`config.mk`:
```
export PLATFORM = sky130hd
export DESIGN_NAME = osset_cell
export DESIGN_NICKNAME = d
export VERILOG_FILES = /design/src/hdl/osset_pkg.sv /design/src/hdl/osset_cell.sv
export SDC_FILE = /design/constraint.sdc
export NUM_CORES = 1
export LEC_CHECK = 0
export BUFFER_PORTS_ARGS = -buffer_cell sky130_fd_sc_hd__buf_2
export CAP_MARGIN = 25
export CORE_ASPECT_RATIO = 0.75
export CORE_UTILIZATION = 47
export CTS_BUF_LIST = sky130_fd_sc_hd__clkbuf_16
export DETAILED_ROUTE_END_ITERATION = 7
export GPL_ROUTABILITY_DRIVEN = 1
export PLACE_DENSITY = 0.84
export RECOVER_POWER = 50
export REMOVE_ABC_BUFFERS = 1
export SETUP_SLACK_MARGIN = 0.3
export SLEW_MARGIN = 40
export SYNTH_ARGS = -nofsm -noshare
export SYNTH_HDL_FRONTEND = slang
export SYNTH_SLANG_ARGS = --single-unit
```
`constraint.sdc`:
```
create_clock -name clk -period 3.3 [get_ports clk]
set_clock_uncertainty 0.05 [all_clocks]
set_input_delay 0 -clock clk [delete_from_list [all_inputs] [get_ports clk]]
set_output_delay 0 -clock clk [all_outputs]
set_load 0.01 [all_outputs]
```
`src/hdl/osset_pkg.sv`:
```
`default_nettype none
package osset_pkg;

  localparam int CAPACITY = 1024;
  localparam int KEY_W    = 32;
  localparam int IDX_W    = $clog2(CAPACITY);
  localparam int CNT_W    = $clog2(CAPACITY + 1);

  typedef enum logic [1:0] {
    OP_INSERT = 2'd0,
    OP_DELETE = 2'd1,
    OP_KTH    = 2'd2,
    OP_COUNT  = 2'd3
  } op_t;

  typedef enum logic [1:0] {
    ST_DONE    = 2'd0,
    ST_NOCHG   = 2'd1,
    ST_FULL    = 2'd2,
    ST_BADRANK = 2'd3
  } status_t;

  // broadcast from the controller to every cell
  typedef struct packed {
    logic                    load;
    logic                    ins;
    logic                    del;
    op_t                     op;
    logic signed [KEY_W-1:0] key;
    logic [IDX_W-1:0]        rank_idx;
    logic [CNT_W-1:0]        occ;
  } osset_ctl_t;

  // what a cell shows its neighbors
  typedef struct packed {
    logic signed [KEY_W-1:0] key;
    logic                    lt;
    logic                    gt;
  } osset_link_t;

endpackage
`default_nettype wire

```
`src/hdl/osset_cell.sv`:
```
`default_nettype none
module osset_cell (
  input  wire logic                      clk,
  input  wire osset_pkg::osset_ctl_t     ctl,
  input  wire logic [osset_pkg::IDX_W-1:0] idx,
  input  wire osset_pkg::osset_link_t    left,
  input  wire osset_pkg::osset_link_t    right,
  output osset_pkg::osset_link_t         link,
  output logic                           eq_r,
  output logic [osset_pkg::KEY_W-1:0]    contrib_r
);
  import osset_pkg::*;

  logic signed [KEY_W-1:0] key_r;
  logic                    lt_r;
  logic                    gt_r;
  logic                    vld;
  logic                    lt;
  logic                    eq;
  logic [CNT_W-1:0]        pos1;
  logic [KEY_W-1:0]        contrib_nxt;

  always_comb begin
    vld  = CNT_W'(idx) < ctl.occ;
    lt   = vld && ($signed(key_r) < $signed(ctl.key));
    eq   = vld && (key_r == ctl.key);
    pos1 = CNT_W'(idx) + CNT_W'(1);
    case (ctl.op)
      OP_KTH: begin
        contrib_nxt = (idx == ctl.rank_idx) ? key_r : '0;
      end
      OP_COUNT: begin
        contrib_nxt = (lt && !right.lt) ? {{(KEY_W-CNT_W){1'b0}}, pos1} : '0;
      end
      default: begin
        contrib_nxt = '0;
      end
    endcase
  end

  assign link.key = key_r;
  assign link.lt  = lt;
  assign link.gt  = gt_r;

  always_ff @(posedge clk) begin
    if (ctl.load) begin
      lt_r      <= lt;
      gt_r      <= !lt && !eq;
      eq_r      <= eq;
      contrib_r <= contrib_nxt;
    end else if (ctl.ins && gt_r) begin
      key_r <= left.gt ? left.key : ctl.key;
    end else if (ctl.del && !lt_r) begin
      key_r <= right.key;
    end
  end

endmodule
`default_nettype wire

```
==> summary.md, run 1 <==
| Metric | Value |
|---|---|
| Hold Path Class | primary input to flop |
| DP Cell Count | roughly 710 |
| First-pass GRT wire length | about 20 mm |
| Area growth syn-to-layout | 38.3% |
| Largest family of logic cells by synthesized area | simple AND/OR/NAND/NOR gates |
| Multiplexer share of the synthesized area | 7.41% |
| Via-to-Cell Ratio | about 5.3 |
| Final max-slew violation count | 37 |
| Max_cap viols | 1 |
| Compound-Gate Fraction of Synth Area | 11.0% |
| Register bit total from synthesis | 67 |
| Final period utilization | 86.6% |
| Crit-path max FO | 7 |
| Initial DRC Count | 326 |
| PwrDens | 412 mW/mm^2 |
| Fin Hold WS | approximately 0.014 ns |
| VDD IR-drop max | 0.340 mV |
| Root buffer cell | clkbuf_16 |
| Initial Util | roughly 50% |
| Layout cells sized above 1 | 24.7% |
| CP Launch Type | flop |
| CP Data Required Time | 3.25 ns |
| Nets@finish | 827 |
| Clock tree buffer depth | 2 |
| N_diodes | 0 |
| LEAKAGE | 0.00273 uW |
| Fmax achieved | between 300 and 400 MHz |
| Via count | 4026 |
| WS Path Type | flop to output pin |
| Post-synth ARST share | 0% |
| Worst slack, placed | ~0.45 ns |
| Xor-xnor portion of the synthesized cell area | 4.02% |
| Slew @ Worst Pin | 2.38 ns |
| Gr ovfl total | 0 |
| Worst skew pair latency | 0.33 ns |
| Vias in the first global route | between 4000 and 5000 |
| Die area | 0.00959 sq mm |
| Gpl congestion | 0.889 |
| Total CTS buffers | 9 |
| Avg Cell Area, Syn | a little over 10 sq um |
| Core ar. | between 0.008 and 0.009 sq mm |
| Initial antenna violation count | 0 |
| Reg2reg end | contrib_r[8]$_DFFE_PP_ |
| Die height | 85.1 microns |
| Largest net degree at the start of global routing | 65 |
| Router iterations before antenna repair | 5 |
| Die W | 113 microns |
| Synthesized instance count | 416 |
| Post-synth EDFFs | 67 |
| Antenna Nets Post-Route | 0 |
| DR WL/cell | 17.1 microns |
| Final core utilization | 68.9% |
| Residual DRC | 0 |
| Synth Area in Adders | 12.2% |
| GRT Total Usage | between 20% and 30% |
| Final worst slack | 0.443 ns |
| Status | finished with violations |
| H-Tree Level Count | 3 |
| Final min period | between 2 and 3 ns |
| IO buf count | 201 |
| Total Routed Length | 13.0 mm |
| # setup viols final | 0 |
| Setup_tns | 0 ns |
| Hold EP | key_r[20]$_DFFE_PP_ |
| CTS tree | done |
| Post-synth cell types | 37 |
| # rows | 29 |
| Nature of the critical path endpoint | output pin |
| Finished Layout Cells | 759 |
| Endpoints failing hold | 0 |
| # clock sinks | 67 |
| R2R Setup Slk | 0.47 ns |
| Crit path arrival time | 2.81 ns |
| Primary FF master, synth | edfxtp_1 |
| # IOs | 204 |
| Cell Area, Synth | 0.00432 sq mm |
| R2r worst-path depth | 9 |
| Sequential share of the synthesized area | between 40% and 50% |
| Detailed placement HPWL | about 9.4 mm |
| Hold Crit Start | right[22] |
| Fill cell count | 685 |
| Slew HR | -58.9% |
| WHS Path Cells | 3 |
| Simple-Gate Fraction of Synth Area | 12.9% |
| Worst r2r src | key_r[7]$_DFFE_PP_ |
| Ys Warns | 0 |
| Clk pin slew, worst setup/hold paths | roughly 0.06 ns |
| Unrepaired setup endpoints after global routing | false |
| Failing checks | max-capacitance violations, max-slew violations |
-- Yosys cell counts, types with 3 or more instances --
cell      count  area, sq um
o31ai_1      10         75.1
o21ai_0       4         20.0
a21oi_1      50          250
xnor2_1       5         43.8
nor2b_1       3         18.8
ha_1         42          526
clkbuf_1      8         30.0
nand4_1       9         56.3
and2_1       22          138
nor2_1       39          146
buf_1         6         22.5
xor2_1       13          114
nand2_1      20         75.1
mux2i_1      32          320
nand3_1      11         55.1
nor4_1        3         18.8
edfxtp_1     67         2010
inv_1        45          169
-- metrics by stage --
| stage | cell area (sq um) | total power [uW] |
|---|---|---|
| after CTS | 6030 | 2470 |
| after global placement | 5410 | 1560 |
| final | 5980 | 2460 |
| after detailed placement | 5460 | 1600 |
| after floorplan | 4240 | 1330 |
| after global routing | 5980 | 2570 |
-- timing repair --
action | 4_1_cts | 5_1_grt
hold buffers | 32 | 0
hold endpoints to repair | 30 | 0
resized for setup | 0 | 2
setup buffers | 0 | 2
setup endpoints to repair | 0 | 7
-- worst max-delay path: stages (launching register included) --
cell and delay [ns]:
edfxtp_1 0.43, ha_1 0.34, a21oi_1 0.18, o21ai_0 0.16, a221oi_2 0.29, o211ai_1 0.15
a211oi_2 0.36, xor2_4 0.29, nor2_1 0.11, buf_2 0.16
-- registers in the layout, indices dropped and copies added (netlist names) --
signal,cells
gt_r,1
key_r,32
lt_r,1
eq_r,1
contrib_r,32
-- cells in the final DEF, fill, tap and decap left out, drive strengths merged, types with 5 or more instances in the layout --
master / instances
o31ai: 10
and2: 22
clkbuf: 75
nor2: 39
inv: 46
xnor2: 5
mux2i: 32
nand3: 11
xor2: 14
o21ai: 6
ha: 42
nand2: 20
buf: 142
nand4: 9
edfxtp: 67
dlygate4sd3: 32
a21oi: 50
-- kinds of logic after synthesis --
group,Yosys count
AND/OR/NAND/NOR,115
adder cells (fa/ha/maj),42
multiplexers,32
XOR/XNOR,19
AO/OA/AOI/OAI,77
buffers and inverters,64
flip-flops,67
-- how the worst max path moves through the flow --
| stage | start | depth (start not counted) | slack [ns] | to |
|---|---|---|---|---|
| 6_report | key_r[7]$_DFFE_PP_ | 9 | 0.44 | link[1] |
| 5_1_grt | key_r[21]$_DFFE_PP_ | 9 | 0.31 | link[1] |
| 4_1_cts | key_r[7]$_DFFE_PP_ | 9 | 0.30 | link[1] |
| 3_5_place_dp | key_r[7]$_DFFE_PP_ | 9 | 0.45 | contrib_r[4]$_DFFE_PP_ |
| 3_3_place_gp | key_r[7]$_DFFE_PP_ | 9 | 0.56 | contrib_r[5]$_DFFE_PP_ |
| 2_1_floorplan | gt_r$_DFFE_PP_ | 3 | -0.20 | key_r[0]$_DFFE_PP_ |
-- per-layer routing --
layer | up-vias | wire length, microns | global-route usage [%]
met1 | 1870 | 5420 | 32.4
met2 | 185 | 6500 | 50.8
li1 | 1950 | - | -
met4 | 0 | 199 | 9.70
met3 | 21 | 831 | 6.50
met5 | - | 0 | 0
-- power breakdown --
part           internal, uW  leakage, uW  switching (uW)
registers              1010     0.000659            33.5
logic                   258      0.00195             324
clock network           490     0.000123             342
total                  1760      0.00273             700
-- final cells by class --
| type | count | area (sq um) | area share (%) |
|---|---|---|---|
| clock buffer | 9 | 225 | 3.77 |
| clock inverter | 5 | 23.8 | 0.398 |
| inverter | 45 | 169 | 2.83 |
| multi-input combinational | 285 | 2090 | 34.9 |
| sequential | 67 | 2010 | 33.7 |
| tap | 108 | 135 | 2.26 |
| timing repair buffer | 240 | 1330 | 22.2 |
Power figures use the tool's default switching activity.
==> run 2: changes to the inputs <==
--- a/config.mk
+++ b/config.mk
@@ -13,7 +13,6 @@
 export DETAILED_ROUTE_END_ITERATION = 7
 export GPL_ROUTABILITY_DRIVEN = 1
 export PLACE_DENSITY = 0.84
-export RECOVER_POWER = 50
 export REMOVE_ABC_BUFFERS = 1
 export SETUP_SLACK_MARGIN = 0.3
 export SLEW_MARGIN = 40
==> run 2 against run 1 <==
Effect of this change:
- the run now ends clean
- die area stayed put
- global-route usage stayed put
- utilization is 0.98 points higher
- worst hold slack better by 0.0017 ns
- non-clock buffer count stayed put
- setup slack worse by 0.00080 ns
- flip-flop and latch count stayed put
- routed wire length is 0.28% lower
- largest cell class unchanged
- highest routed layer unchanged
==> summary.md, run 2 (synthesis results as in run 1) <==
| Metric | Value |
|---|---|
| Status | complete, no violations |
| VDD IR-drop max | about 0.35 mV |
| Initial Util | 49.9% |
| Crit path arrival time | 2.81 ns |
| Max_cap viols | 0 |
| Total Routed Length | approximately 13 mm |
| LEAKAGE | 0.00293 uW |
| Clock tree buffer depth | 2 |
| Fmax achieved | 350 MHz |
| Die area | 0.00959 sq mm |
| Final max-slew violation count | 0 |
| # rows | 29 |
| Total CTS buffers | 9 |
| Die height | ~85 microns |
| Nets@finish | 827 |
| Hold Path Class | primary input to flop |
| Via-to-Cell Ratio | 5.29 |
| Router iterations before antenna repair | 5 |
| Regs by FF count | contrib_r (32), key_r (32) |
| IO buf count | 201 |
| Gr ovfl total | 0 |
| Die W | 113 microns |
| First-pass GRT wire length | 20.3 mm |
| Worst skew pair latency | 0.33 ns |
| CP Data Required Time | 3.25 ns |
| Root buffer cell | clkbuf_16 |
| Slew HR | 57.5% |
| Vias in the first global route | roughly 4200 |
| M1 WL | around 5.4 mm |
| GRT Total Usage | 27.9% |
| Met3 wire len | 822 microns |
| CTS tree | done |
| H-Tree Level Count | 3 |
| Clk pin slew, worst setup/hold paths | 0.06 ns |
| Unrepaired setup endpoints after global routing | false |
| Most common cell after layout, fill and taps aside | buf_2 |
| DP Cell Count | 711 |
| Cell Chain, Critical Path | ha_1 > a21oi_1 > o21ai_0 > a221oi_2 > o211ai_1 > a211oi_2 > xor2_4 > nor2_1 > buf_2 |
| Slew @ Worst Pin | 0.637 ns |
| Via count | 4017 |
| PwrDens | ~410 mW/mm^2 |
| Worst slack, placed | 0.448 ns |
| Worst stage delay on the critical path | 0.44 ns |
| Largest net degree at the start of global routing | 65 |
| Layout cells sized above 1 | 34.9% |
| Setup_tns | 0 ns |
| Finished Layout Cells | about 760 |
| DR WL/cell | approximately 17 microns |
| Antenna Nets Post-Route | 0 |
| WS Path Type | flop to output pin |
| Nature of the critical path endpoint | output pin |
| N_diodes | 0 |
| Most frequent cells in the layout | buf_2, edfxtp_1, a21oi_1, inv_1, ha_1 |
| Final period utilization | 86.6% |
| Endpoints failing hold | 0 |
| Final min period | between 2 and 3 ns |
| Crit-path max FO | 7 |
| # IOs | 204 |
| Fin Hold WS | around 0.015 ns |
| Detailed placement HPWL | between 9 and 10 mm |
| # clock sinks | 67 |
| Initial antenna violation count | 0 |
| Core ar. | 0.00867 sq mm |
| Cell at the slowest stage of the critical path | edfxtp_1 |
| Top Layer Used | met4 |
| Gpl congestion | 0.889 |
| Initial DRC Count | 271 |
| Final worst slack | roughly 0.44 ns |
| CP Launch Type | flop |
| Area growth syn-to-layout | 40.2% |
| Residual DRC | 0 |
| # setup viols final | 0 |
| WL met2 | 6.56 mm |
==> run 2: per-stage QoR <==
step / util (%) / area (sq um) / total power (uW)
detailed placement: 63.0 / 5460 / 1600
floorplan: - / 4240 / 1330
global route: 69.9 / 6060 / 2580
CTS: 69.5 / 6030 / 2470
finish: 69.9 / 6060 / 2470
global placement: 62.4 / 5410 / 1560
==> run 2: final timing paths <==
| check | from | to | slack [ns] | cells past startpoint |
|---|---|---|---|---|
| max | key_r[7]$_DFFE_PP_ | link[1] | 0.44 | 9 |
| min | right[22] | key_r[20]$_DFFE_PP_ | 0.02 | 3 |
| max reg2reg | key_r[7]$_DFFE_PP_ | contrib_r[8]$_DFFE_PP_ | 0.47 | 9 |
| min reg2reg | key_r[30]$_DFFE_PP_ | contrib_r[30]$_DFFE_PP_ | 0.53 | 1 |
==> run 2: worst max-delay path: cells and delay by family, from the launching register on <==
kind / cells / cell delay [ns]
flops: 1 / 0.44
compound gates: 5 / 1.14
fa+ha+maj: 1 / 0.35
buf+inv: 1 / 0.16
xor+xnor: 1 / 0.29
simple gates: 1 / 0.11
==> run 2: timing repair <==
action | CTS | global route
setup buffers | 0 | 2
hold endpoints to repair | 30 | 0
hold buffers | 32 | 0
resized for setup | 0 | 2
setup endpoints to repair | 0 | 7
==> run 2: final cells by class <==
class                   count  area (sq um)
repair buffers            240          1410
inverters                  45           169
clock buffers               9           225
well taps                 108           135
flip-flops and latches     67          2010
clock inverters             5          23.8
multi-input cells         285          2090
fillers                   654          2610
==> run 2: power breakdown <==
part           total [uW]  switching [uW]  leakage [uW]  internal [uW]
combinational         594             323       0.00215            271
clock                 831             341      0.000123            490
sequential           1040            32.3      0.000659           1010
==> run 2: per-layer routing <==
layer	GRT usage, %	vias up
met5	0	-
met1	32.4	1876
met4	9.70	0
met2	50.8	175
met3	6.50	19
li1	-	1947
==> run 3: changes to the inputs <==
--- a/config.mk
+++ b/config.mk
@@ -5,10 +5,14 @@
 export SDC_FILE = /design/constraint.sdc
 export NUM_CORES = 1
 export LEC_CHECK = 0
+export ABC_AREA = 1
 export BUFFER_PORTS_ARGS = -buffer_cell sky130_fd_sc_hd__buf_2
 export CAP_MARGIN = 25
+export CELL_PAD_IN_SITES_DETAIL_PLACEMENT = 0
+export CELL_PAD_IN_SITES_GLOBAL_PLACEMENT = 1
 export CORE_ASPECT_RATIO = 0.75
-export CORE_UTILIZATION = 47
+export CORE_MARGIN = 2
+export CORE_UTILIZATION = 34
 export CTS_BUF_LIST = sky130_fd_sc_hd__clkbuf_16
 export DETAILED_ROUTE_END_ITERATION = 7
 export GPL_ROUTABILITY_DRIVEN = 1
==> run 3 against run 2 <==
Effect of this change:
- count of clock-buffer cells in the layout is the same
- setup slack gained 0.48 ns
- highest routed layer unchanged
- combinational power grew 7.4%
- maximum frequency grew 20%
- clock power grew 22%
- routed wire length grew 14%
==> summary.md, run 3 <==
| Metric | Value |
|---|---|
| Nature of the critical path endpoint | flop |
| LEAKAGE | 0.00337 uW |
| Die height | 104 microns |
| Detailed placement HPWL | ~11 mm |
| Max_cap viols | 0 |
| Post-synth EDFFs | 67 |
| Register bit total from synthesis | 67 |
| Final worst slack | 0.924 ns |
| # clock sinks | 67 |
| Hold EP | key_r[18]$_DFFE_PP_ |
| Initial antenna violation count | 0 |
| Post-synth ARST share | 0% |
| Clk pin slew, worst setup/hold paths | roughly 0.06 ns |
| Total Routed Length | approximately 15 mm |
| CTS tree | done |
| Unrepaired setup endpoints after global routing | false |
| GRT Total Usage | 21.0% |
| Final min period | between 2 and 2.5 ns |
| Synth area leader | edfxtp_1 |
| Setup crit start | gt_r$_DFFE_PP_ |
| Most frequent cell after synthesis | nand2_1 |
| DP Cell Count | approximately 910 |
| Worst skew pair latency | 0.33 ns |
| Nets@finish | ~1000 |
| Regs by FF count | contrib_r (32), key_r (32) |
| Slew HR | 52.6% |
| Sw power | 734 uW |
| WS Path Type | flop to flop |
| CP Launch Type | flop |
| Initial DRC Count | 248 |
| Register Area | 0.00201 sq mm |
| Cell Area, Synth | 0.00455 sq mm |
| Antenna Nets Post-Route | 0 |
| Largest net degree at the start of global routing | 36 |
| Multi-input logic area | ~0.0021 sq mm |
| Sequential share of the synthesized area | 44.2% |
| Via count | between 4000 and 5000 |
| Worst r2r src | gt_r$_DFFE_PP_ |
| # rows | 36 |
| Crit-path max FO | 33 |
| H-Tree Level Count | 3 |
| Hold Path Class | primary input to flop |
| Gr ovfl total | 0 |
| Fmax achieved | 421 MHz |
| Router iterations before antenna repair | 4 |
| R2R Setup Slk | 0.92 ns |
| Die area | approximately 0.014 sq mm |
| Initial Util | between 30% and 40% |
| Most common cell after layout, fill and taps aside | buf_2 |
| Ys Warns | 0 |
| Sequential Power Share | about two fifths |
| Slew @ Worst Pin | 0.710 ns |
| Combinational power share | 23.8% |
| DR WL/cell | 14.9 microns |
| Endpoints failing hold | 0 |
| VDD IR-drop max | ~0.25 mV |
| Avg Cell Area, Syn | 8.27 sq um |
| Die W | 138 microns |
| Area growth syn-to-layout | 46.4% |
| WHS Path Cells | 3 |
| First-pass GRT wire length | approximately 23 mm |
| # IOs | 204 |
| Post-synth top cells | nand2_1, inv_1, a21oi_1, nor2_1, edfxtp_1 |
| Fill cell count | 1235 |
| Final core utilization | between 50% and 60% |
| Setup repair bufs after CTS | 0 |
| Crit path arrival time | 2.40 ns |
| Total CTS buffers | 9 |
| Clock tree buffer depth | 2 |
| Status | complete, no violations |
| Core ar. | between 0.01 and 0.015 sq mm |
| Leading post-synthesis cells by cell area | edfxtp_1, ha_1, a21oi_1 |
| # setup viols final | 0 |
| Layout cells sized above 1 | between 20% and 30% |
| Design Area, Final | between 0.006 and 0.007 sq mm |
| Setup_tns | 0 ns |
| Root buffer cell | clkbuf_16 |
| Via-to-Cell Ratio | 4.69 |
| CP Data Required Time | 3.32 ns |
| Gpl congestion | 0.967 |
| PwrDens | 403 mW/mm^2 |
| Post-synth cell types | 36 |
| Post-DP Area | ~0.0057 sq mm |
| Finished Layout Cells | 985 |
| Clk pwr share | a little under two fifths |
| Vias in the first global route | 4700 |
| Residual DRC | 0 |
| Sw Ratio | 27.4% |
| Most frequent cells in the layout | buf_2, nand2_1, inv_1, a21oi_1, nor2_1 |
| Hold Crit Start | left[20] |
| IO buf count | 201 |
| Share of the synthesized area in the top cell type | 44.2% |
| Pint | 1950 uW |
| Synthesized instance count | 550 |
| N_diodes | 0 |
| Reg2reg end | key_r[20]$_DFFE_PP_ |
| R2r worst-path depth | 7 |
| Final max-slew violation count | 0 |
| Final period utilization | 72.0% |
| Primary FF master, synth | edfxtp_1 |
| Worst slack, placed | between 1 and 1.5 ns |
run 3: cell count changes after synthesis, sizes merged, moves of 21 or more:
cell   before  now
nor2       39   75
mux2i      32    0
nand2      20  111
a21oi      50   85
inv        45   88
and2       22    1
run 3: layer usage:
| metal | up-vias | global-route usage, % | wire length [microns] |
|---|---|---|---|
| met3 | 16 | 4.24 | 900 |
| met4 | 0 | 4.57 | 178 |
| li1 | 2329 | - | - |
| met1 | 2116 | 29.1 | 7050 |
| met5 | - | 0 | 0 |
| met2 | 154 | 33.9 | 6590 |
run 3: timing repair:
item / CTS / global route
hold buffers: 61 / 0
gates resized for setup: 0 / 0
hold endpoints to repair: 31 / 0
run 3: metrics by stage:
| step | hold slack [ns] | power (uW) |
|---|---|---|
| after global routing | 0.00940 | 2830 |
| after floorplan | 0.0625 | 1340 |
| after global placement | 0.272 | 1580 |
| after detailed placement | 0.277 | 1600 |
| final | 0.0107 | 2680 |
| after CTS | 0.00742 | 2710 |
run 3: power by group through the flow:
stage | registers [uW] | logic, uW | clock network [uW]
finish | 1040 | 638 | 1010
global route | 1040 | 719 | 1070
CTS | 1040 | 637 | 1030
detailed placement | 1050 | 546 | 0
global placement | 1050 | 533 | 0
floorplan | 1070 | 269 | 0
run 3: kinds of logic after synthesis:
group,count (synthesis),share of synthesized area [%]
DFF,67,44.2
and+or+nand+nor,225,21.6
adders and majority gates,42,11.5
buffers and inverters,107,9.02
AOI/OAI and AO/OA,99,11.7
xor gates and xnor gates,10,1.92
run 3: layout make-up:
type / instances / share of cell area [%]
multi-input combinational: 376 / 32.2
clock inverter: 7 / 1.26
inverter: 89 / 5.02
tap: 171 / 3.21
clock buffer: 9 / 3.38
sequential: 67 / 30.2
timing repair buffer: 266 / 24.7
run 3: critical path, cell delays in order, from the launching register on:
cell and delay [ns]:
edfxtp_1 0.39, nand2_1 0.14, buf_4 0.39, inv_1 0.07, buf_4 0.27, nor2_1 0.15
a21oi_1 0.05, dlygate4sd3_1 0.58
run 3: worst max-delay path by stage:
| stage | endpoint |
|---|---|
| finish | key_r[20]$_DFFE_PP_ |
| global route | link[1] |
| CTS | link[1] |
| detailed placement | contrib_r[0]$_DFFE_PP_ |
| global placement | contrib_r[0]$_DFFE_PP_ |
| floorplan | key_r[0]$_DFFE_PP_ |
